===== config.mk =====
export PLATFORM = sky130hd
export DESIGN_NAME = tint_div
export DESIGN_NICKNAME = d
export VERILOG_FILES = /design/src/design/assert_macros.svh /design/src/design/tint_pkg.sv /design/src/design/tint_div.sv
export SDC_FILE = /design/constraint.sdc
export NUM_CORES = 1
export LEC_CHECK = 0
export BUFFER_PORTS_ARGS = -buffer_cell sky130_fd_sc_hd__buf_4
export CAP_MARGIN = 10
export CORE_ASPECT_RATIO = 1.4
export CORE_UTILIZATION = 49
export DETAILED_ROUTE_END_ITERATION = 6
export PLACE_DENSITY = 0.77
export SYNTH_ARGS = -nofsm -noshare
export SYNTH_HDL_FRONTEND = slang
export SYNTH_SLANG_ARGS = --single-unit

===== constraint.sdc =====
create_clock -name clk_i -period 3 [get_ports clk_i]
set_input_delay 0.3 -clock clk_i [delete_from_list [all_inputs] [get_ports clk_i]]
set_output_delay 0.3 -clock clk_i [all_outputs]
set_load 0.005 [all_outputs]

===== src/design/assert_macros.svh =====
// Assertion macros shared by the interpolator RTL.
`ifndef ASSERT_MACROS_SVH
`define ASSERT_MACROS_SVH

// Plain property, sampled on clk_i, off while rst_ni is low.
`define TINT_ASSERT(lbl, prop, msg) \
  lbl: assert property (@(posedge clk_i) disable iff (!rst_ni) (prop)) else $error(msg);

// Same-cycle implication, sampled on clk_i, off while rst_ni is low.
`define TINT_ASSERT_IMPL(lbl, ante, cons, msg) \
  lbl: assert property (@(posedge clk_i) disable iff (!rst_ni) (ante) |-> (cons)) \
    else $error(msg);

`endif


===== src/design/tint_pkg.sv =====
// Types, codes and constants of the table interpolator.
`default_nettype none
package tint_pkg;

  localparam int FRAC_BITS    = 16;
  localparam int CURV_DIVISOR = 6;
  localparam int MUL_W        = 34;
  localparam int PROD_W       = 68;
  localparam int DIVD_W       = 48;
  localparam int DIVS_W       = 33;
  localparam int ITER_W       = 6;

  // ceil(2^20 / 6): exact quotient by six for any value below 2^19
  localparam logic [17:0] RECIP6       = 18'd174763;
  localparam int          RECIP6_SHIFT = 20;

  localparam logic [0:0] OP_WRITE = 1'b0;
  localparam logic [0:0] OP_QUERY = 1'b1;

  localparam logic [1:0] CLAMP_NONE  = 2'd0;
  localparam logic [1:0] CLAMP_BELOW = 2'd1;
  localparam logic [1:0] CLAMP_ABOVE = 2'd2;

  localparam logic [1:0] MODE_HOLD   = 2'd0;
  localparam logic [1:0] MODE_LINEAR = 2'd1;
  localparam logic [1:0] MODE_SPLINE = 2'd2;

  localparam logic [0:0] REG_ENTRY_COUNT = 1'b0;
  localparam logic [0:0] REG_MODE        = 1'b1;

  localparam logic [31:0] SAT_MAX = 32'h7FFF_FFFF;
  localparam logic [31:0] SAT_MIN = 32'h8000_0000;

  typedef struct packed {
    logic [0:0]          operation;
    logic [7:0]          entry_index;
    logic signed [31:0]  knot_time;
    logic signed [31:0]  knot_value;
    logic signed [31:0]  knot_curvature;
    logic signed [31:0]  query_time;
  } in_t;

  typedef struct packed {
    logic signed [31:0] result_value;
    logic [7:0]         segment;
    logic [1:0]         clamped;
  } out_t;

  typedef struct packed {
    logic              start;
    logic [ITER_W-1:0] iters;
    logic [DIVS_W-1:0] rem_init;
    logic [DIVD_W-1:0] dividend;
    logic [DIVS_W-1:0] divisor;
  } div_req_t;

  typedef struct packed {
    logic              busy;
    logic              done;
    logic [DIVD_W-1:0] quot;
  } div_rsp_t;

  typedef enum logic [4:0] {
    S_IDLE, S_CHK_LAST, S_CHK_FIRST, S_PROBE, S_RD_LO, S_RD_HI,
    S_B_START, S_B_WAIT, S_MUL0, S_LIN,
    S_SP1, S_SP2, S_SP3, S_SP4, S_SP5, S_SP6, S_SP7, S_SP8, S_SP9, S_SP10,
    S_D6_MUL, S_D6_FIX, S_M1, S_M2, S_M3, S_M4, S_DONE
  } state_e;

  function automatic logic [31:0] sat32(input logic signed [39:0] x);
    logic [31:0] r;
    if (x > 40'sd2147483647) r = SAT_MAX;
    else if (x < -40'sd2147483648) r = SAT_MIN;
    else r = x[31:0];
    return r;
  endfunction

endpackage
`default_nettype wire


===== src/design/tint_div.sv =====
// Bit-serial restoring divider, one quotient bit per cycle.
`default_nettype none
module tint_div (
  input  logic                clk_i,
  input  logic                rst_ni,
  input  tint_pkg::div_req_t  req_i,
  output tint_pkg::div_rsp_t  rsp_o
);

  localparam int DW = tint_pkg::DIVD_W;
  localparam int SW = tint_pkg::DIVS_W;

  logic                           busy_q, done_q;
  logic [tint_pkg::ITER_W-1:0]    cnt_q;
  logic [SW-1:0]                  rem_q, dvs_q, rem_next;
  logic [DW-1:0]                  quo_q;
  logic [SW:0]                    trial, diff;
  logic                           ge;

  always_comb begin
    trial    = {rem_q, quo_q[DW-1]};
    ge       = (trial >= {1'b0, dvs_q});
    diff     = trial - {1'b0, dvs_q};
    rem_next = ge ? diff[SW-1:0] : trial[SW-1:0];
  end

  always_ff @(posedge clk_i or negedge rst_ni) begin
    if (!rst_ni) begin
      busy_q <= 1'b0;
      done_q <= 1'b0;
      cnt_q  <= '0;
    end else if (req_i.start) begin
      busy_q <= 1'b1;
      done_q <= 1'b0;
      cnt_q  <= req_i.iters;
    end else if (busy_q) begin
      cnt_q  <= cnt_q - 1'b1;
      busy_q <= (cnt_q != tint_pkg::ITER_W'(1));
      done_q <= (cnt_q == tint_pkg::ITER_W'(1));
    end else begin
      done_q <= 1'b0;
    end
  end

  always_ff @(posedge clk_i) begin
    if (req_i.start) begin
      rem_q <= req_i.rem_init;
      quo_q <= req_i.dividend;
      dvs_q <= req_i.divisor;
    end else if (busy_q) begin
      rem_q <= rem_next;
      quo_q <= {quo_q[DW-2:0], ge};
    end
  end

  assign rsp_o.busy = busy_q;
  assign rsp_o.done = done_q;
  assign rsp_o.quot = quo_q;

endmodule
`default_nettype wire


==> results.py, run 1 <==
metrics = {
    "run_status": {
        "run_status": "finished, violations left",
        "violations": "negative setup slack",
    },
    "route": {
        "avgViaCountPerCell": 5.64,
        "drt-initial-drc-count": 329,
        "postRouteAntennaNets": 0,
        "drc_errors": 0,
        "routed_wl_um": 18600,
        "wl_per_cell_um": 17.7,
        "dr.pass1.iters": 5,
        "vias": 5919,
    },
    "timing": {
        "hold_violations": 0,
        "setup_violations": 27,
        "max_freq_mhz": 323,
        "post-route-period-util_pct": 103,
        "fin_crit_ns": 3.10,
        "setup_ws_ns": -0.0969,
        "clock_skew_ns": 0.0104,
        "worst_slew_pin_slew_ns": 0.605,
        "rsz0062_at_grt": "true",
        "max_slew_margin_pct": 59.6,
        "holdWs_ns": 0.0492,
        "maxSlewViolCount": 0,
    },
    "die": {
        "die_x_um": 104,
        "io_pins": 173,
        "core_area_sq_um": 14000,
        "num_rows": 51,
        "initial_core_util_pct": 50.5,
        "dieHeight_um": 144,
        "dieArea_sq_um": 14900,
    },
    "layout": {
        "drive_gt1_share_pct": 40.4,
        "fin_nets": 1010,
        "final_cells": 1049,
        "area_delta_synth_final_pct": 36.4,
        "multi_input_area_sq_um": 3340,
        "final-seq-area_sq_um": 3620,
        "final_cell_area_sq_um": 9660,
        "diodes": 0,
        "fill_cells": 1070,
    },
    "synthesis": {
        "yosys.area_share.simple_pct": 11.8,
        "syn_area_sq_um": 7080,
        "synth.net_count": 798,
        "synth_common_cells": "edfxtp_1, nand2_1, mux2_2",
        "synth.most_common_cell": "edfxtp_1",
        "synthAdderAreaFrac_pct": 6.47,
        "yosysSeqAreaShare_pct": 51.2,
        "yosysWarnings": 0,
        "synth_top_cell_by_area": "edfxtp_1",
        "netlist_top_cells_area": "edfxtp_1, mux2_2, ha_1",
        "syn_inst": 639,
        "synth-edff-count": 114,
        "postSynthAreaPerCell_sq_um": 11.1,
        "synth-xor-area-share_pct": 2.47,
        "synth_compound_area_share_pct": 15.2,
        "yosys_most_used_dff": "edfxtp_1",
        "synth-seq-cells": 122,
        "synth_cell_types": 62,
        "synth_top_area_share_pct": 48.3,
        "synthMuxAreaShare_pct": 8.37,
        "async_flop_share_pct": 6.56,
        "synth_top_family_by_area": "compound AO/OA/AOI/OAI gates",
    },
    "worst_setup_path": {
        "cp_slowest_cell": "edfxtp_1",
        "crit_required_ns": 3.17,
        "critical_path.top_delay_family": "compound AO/OA/AOI/OAI gates",
        "max_stage_delay_ns": 0.40,
        "worst-setup-path-type": "flop to flop",
        "cp-end-kind": "flop",
        "startpoint_type": "flop",
        "crit_top_cell": "inv_2",
        "arrival_ns": 3.27,
        "crit_buf_inv": 3,
        "crit_chain": "inv_2 > ha_4 > inv_2 > fa_2 > a211oi_2 > nor2_1 > o31a_2 > o31ai_4 > a21oi_2 > o21ai_4 > buf_4 > nor2_2 > a221o_1",
        "crit_fanout": 4,
    },
    "worst_hold_path": {
        "holdCritPathClass": "primary input to flop",
    },
    "place": {
        "gp_routability_congestion": 0.892,
        "io_buffer_count": 172,
        "dpl_cell_area_sq_um": 8820,
        "hpwlAfterDp_um": 13300,
        "dp.cells": 1008,
    },
    "clocking": {
        "worstSkewPairLatency_ns": 0.42,
        "clk_path_buf_depth": 2,
        "clkTransAtPathRegs_ns": 0.06,
        "clock_sinks": 122,
        "cts_buffers": 17,
        "ctsHtreeMaxLevel": 4,
        "cts_tree": "yes",
        "root_buffer": "clkbuf_16",
    },
    "run": {
        "maxCapViolations": 0,
    },
    "global_route": {
        "grt_pass1_vias": 6010,
        "grt_max_degree": 50,
        "grt_overflow": 0,
        "grt_antenna_before_repair": 0,
        "grt_pass1_wl_um": 29200,
        "grt_usage_pct": 25.0,
    },
    "pwr": {
        "peakVddDrop_v": 0.000458,
        "power_density_nw_per_um2": 954,
        "p_leak_uw": 0.00419,
    },
}
==> logic make-up (layout without fill, tap and decap cells) <==
logic type               after synthesis  in the layout
flip-flops                           122            122
AO/OA/AOI/OAI                        155            155
multiplexers                          53             53
adder cells (fa/ha/maj)               36             36
XOR/XNOR                              20             20
AND/OR/NAND/NOR                      173            173
buffers and inverters                 80            305
==> final timing paths <==
| kind | from | to | slack (ns) | cells past startpoint |
|---|---|---|---|---|
| worst max-delay path | quo_q[47] | rem_q[25] | -0.1 | 13 |
| worst min-delay path | req_i[6] | dvs_q[6] | 0.05 | 1 |
| worst max register to register | quo_q[47] | rem_q[25] | -0.1 | 13 |
| worst min register to register | quo_q[2] | quo_q[3] | 0.59 | 1 |
| max in group asynchronous | rst_ni | cnt_q[1] | 2.64 | 2 |
| min in group asynchronous | rst_ni | done_q | 0.23 | 2 |
==> registers in the layout (all words and copies together) (netlist names) <==
name    flops
busy_q      1
cnt_q       6
done_q      1
dvs_q      33
quo_q      48
rem_q      33
==> routing by layer <==
layer  up-vias  track usage [%]  share of wire [%]
li1       2815                -                  -
met1      2890             27.0                 38
met2       174             48.1                 56
met3        40             4.91                4.0
met4         0             9.69                2.4
met5         -                0                  0
==> layout by cell type, fill, tap and decap left out, types with 4 or more instances in the layout <==
cell / synthesis / routed
a211oi_2: 1 / 4
a21o_1: 15 / 15
a21oi_1: 35 / 33
a2bb2oi_1: 8 / 7
a31oi_1: 19 / 18
and3_1: 9 / 9
buf_4: 5 / 219
clkbuf_16: 0 / 17
clkinv_4: 0 / 4
dfrtp_1: 8 / 8
edfxtp_1: 114 / 114
ha_1: 35 / 27
ha_2: 0 / 4
ha_4: 0 / 4
inv_1: 47 / 44
inv_6: 0 / 4
mux2_2: 50 / 49
nand2_1: 61 / 61
nand3_1: 16 / 15
nand4_1: 9 / 9
nor2_1: 36 / 35
nor3_1: 12 / 10
o21a_1: 9 / 8
o21ai_0: 22 / 20
o21bai_1: 6 / 5
or3_1: 12 / 12
xnor2_1: 7 / 7
xor2_1: 13 / 13
==> cell type report <==
cell class | instances | area share, %
sequential | 122 | 37.5
multi-input combinational | 437 | 34.6
timing repair buffer | 226 | 18.0
clock buffer | 18 | 4.44
tap | 185 | 2.40
inverter | 47 | 1.87
clock inverter | 14 | 1.17
==> repair_timing <==
action | 4_1_cts | 5_1_grt
buffers inserted | 3 | 3
hold buffers | 1 | 0
setup endpoints to repair | 24 | 34
cloned | 1 | 1
pin swaps | 3 | 6
resized for setup | 23 | 23
hold endpoints to repair | 8 | 0
==> per-stage QoR <==
stage	setup WS [ns]	setup TNS (ns)	power (uW)	util [%]
2_1_floorplan	0.0184	0	5300	-
3_3_place_gp	-0.116	-0.293	6580	62.8
3_5_place_dp	-0.185	-0.960	6690	62.8
4_1_cts	-0.0846	-0.570	8930	67.8
5_1_grt	-0.203	-4.91	9770	68.8
6_report	-0.0969	-1.16	9220	68.8
==> report_power, final <==
group / switching, uW / internal (uW)
clock: 805 / 1070
combinational: 2500 / 2230
sequential: 244 / 2370
total: 3550 / 5670
Power figures use the tool's default switching activity.
==> run 2: changes to the inputs <==
- CORE_MARGIN: default -> 4
==> results.py, run 2 (synthesis gave the netlist of run 1 again) <==
metrics = {
    "run_status": {
        "run_status": "finished, violations left",
        "violations": "negative setup slack",
    },
    "clocking": {
        "ctsHtreeMaxLevel": 4,
        "clk_path_buf_depth": 2,
        "clock_sinks": 122,
        "cts_tree": "yes",
        "cts_buffers": 17,
        "worstSkewPairLatency_ns": 0.42,
        "clkTransAtPathRegs_ns": 0.06,
        "root_buffer": "clkbuf_16",
    },
    "place": {
        "io_buffer_count": 172,
        "pre_cts_ws_ns": -0.217,
        "gp_routability_congestion": 0.862,
        "dpl_cell_area_sq_um": 8930,
        "hpwlAfterDp_um": 13900,
    },
    "worst_setup_path": {
        "cp-end-kind": "flop",
        "startpoint_type": "flop",
        "arrival_ns": 3.39,
        "worst-setup-path-type": "flop to flop",
        "crit_fanout": 3,
        "crit_required_ns": 3.18,
    },
    "timing": {
        "rsz0062_at_grt": "true",
        "maxSlewViolCount": 0,
        "setup_ws_ns": -0.215,
        "post-route-period-util_pct": 107,
        "setup_violations": 34,
        "clock_skew_ns": 0.00710,
        "max_slew_margin_pct": 57.4,
        "worst_slew_pin_slew_ns": 0.640,
        "fin_crit_ns": 3.21,
        "hold_violations": 0,
        "max_freq_mhz": 311,
    },
    "die": {
        "num_rows": 51,
        "die_x_um": 110,
        "io_pins": 173,
        "initial_core_util_pct": 50.5,
        "dieArea_sq_um": 16500,
        "core_area_sq_um": 14000,
        "dieHeight_um": 150,
    },
    "route": {
        "avgViaCountPerCell": 5.58,
        "postRouteAntennaNets": 0,
        "drc_errors": 0,
        "vias": 5933,
        "drt-met1-wl_um": 7290,
        "highest_layer": "met4",
        "wl_per_cell_um": 18.2,
        "dr.pass1.iters": 4,
        "routed_wl_um": 19300,
        "drt-initial-drc-count": 278,
        "wl_met2_um": 10700,
        "wl_met3_um": 760,
    },
    "global_route": {
        "grt_usage_pct": 24.0,
        "grt_pass1_wl_um": 30300,
        "grt_max_degree": 52,
        "grt_overflow": 0,
        "grt_pass1_vias": 6221,
        "grt_antenna_before_repair": 0,
    },
    "worst_hold_path": {
        "holdCritPathClass": "primary input to flop",
    },
    "layout": {
        "reg.largest.list": "quo_q (48), dvs_q (33), rem_q (33)",
        "area_delta_synth_final_pct": 42.0,
        "diodes": 0,
        "final_cell_area_sq_um": 10100,
        "fin_nets": 1024,
        "drive_gt1_share_pct": 44.1,
        "regMostFlops": "quo_q",
        "final_common_cell": "buf_4",
        "final_cell_mix": "buf_4, edfxtp_1, mux2_2, nand2_1, inv_1",
        "largest_register_ffs": 48,
    },
    "pwr": {
        "power_density_nw_per_um2": 1010,
        "peakVddDrop_v": 0.000547,
        "p_leak_uw": 0.00436,
    },
    "run": {
        "maxCapViolations": 0,
    },
}
run 2: metal layers:
metal | track usage (%) | up-vias
li1 | - | 2845
met5 | 0 | -
met4 | 10.3 | 0
met2 | 44.1 | 156
met1 | 26.4 | 2892
met3 | 4.59 | 40
run 2: worst paths after layout:
| check | startpoint | to | slack (ns) | cells past startpoint |
|---|---|---|---|---|
| setup / recovery | quo_q[47] | rem_q[25] | -0.21 | 14 |
| hold / removal | req_i[15] | dvs_q[15] | 0.05 | 1 |
| setup reg to reg | quo_q[47] | rem_q[25] | -0.21 | 14 |
| hold reg to reg | quo_q[17] | quo_q[18] | 0.58 | 1 |
| max in group asynchronous | rst_ni | cnt_q[0] | 2.64 | 2 |
| min in group asynchronous | rst_ni | busy_q | 0.23 | 2 |
run 2: area by class of cell:
class	count	area [sq um]
multi-input combinational	437	3520
clock buffer	19	433
tap	185	231
timing repair buffer	240	1930
clock inverter	13	144
fill	996	3980
sequential	122	3620
inverter	47	180
run 2: power by group:
group | total [uW] | leakage, uW | internal, uW | switching [uW]
logic | 5470 | 0.00282 | 2700 | 2770
clock network | 2010 | 0.000271 | 1230 | 786
registers | 2620 | 0.00127 | 2370 | 256
run 2: critical path: stages, from the launching register on:
cell	delay, ns
edfxtp_1	0.42
inv_2	0.11
ha_4	0.14
inv_2	0.04
fa_2	0.36
a211oi_4	0.26
nor2_2	0.08
o31a_2	0.33
o31ai_4	0.32
a21oi_2	0.11
o21ai_2	0.19
buf_6	0.13
buf_8	0.12
nor2_4	0.04
a221o_1	0.31
run 2: repair_timing:
action / 4_1_cts / 5_1_grt
buffers inserted: 7 / 5
gates cloned: 2 / 0
endpoints found under the hold margin: 8 / 0
hold buffers: 1 / 0
pin swaps: 29 / 24
resized for setup: 36 / 57
endpoints found under the setup margin: 34 / 34
run 2: stage by stage:
| stage | util, % | TNS, ns | hold WS (ns) | total power (uW) | cells |
|---|---|---|---|---|---|
| final | 71.6 | -5.20 | 0.0502 | 10100 | 1063 |
| after global routing | 71.6 | -10.44 | 0.0344 | 10800 | 1063 |
| after CTS | 69.3 | -2.90 | 0.0332 | 9460 | 1059 |
| after detailed placement | 63.6 | -3.69 | 0.123 | 6920 | 1018 |
| after global placement | 63.6 | -0.392 | 0.119 | 6840 | 1018 |
| after floorplan | - | 0 | 0.00441 | 5300 | 639 |
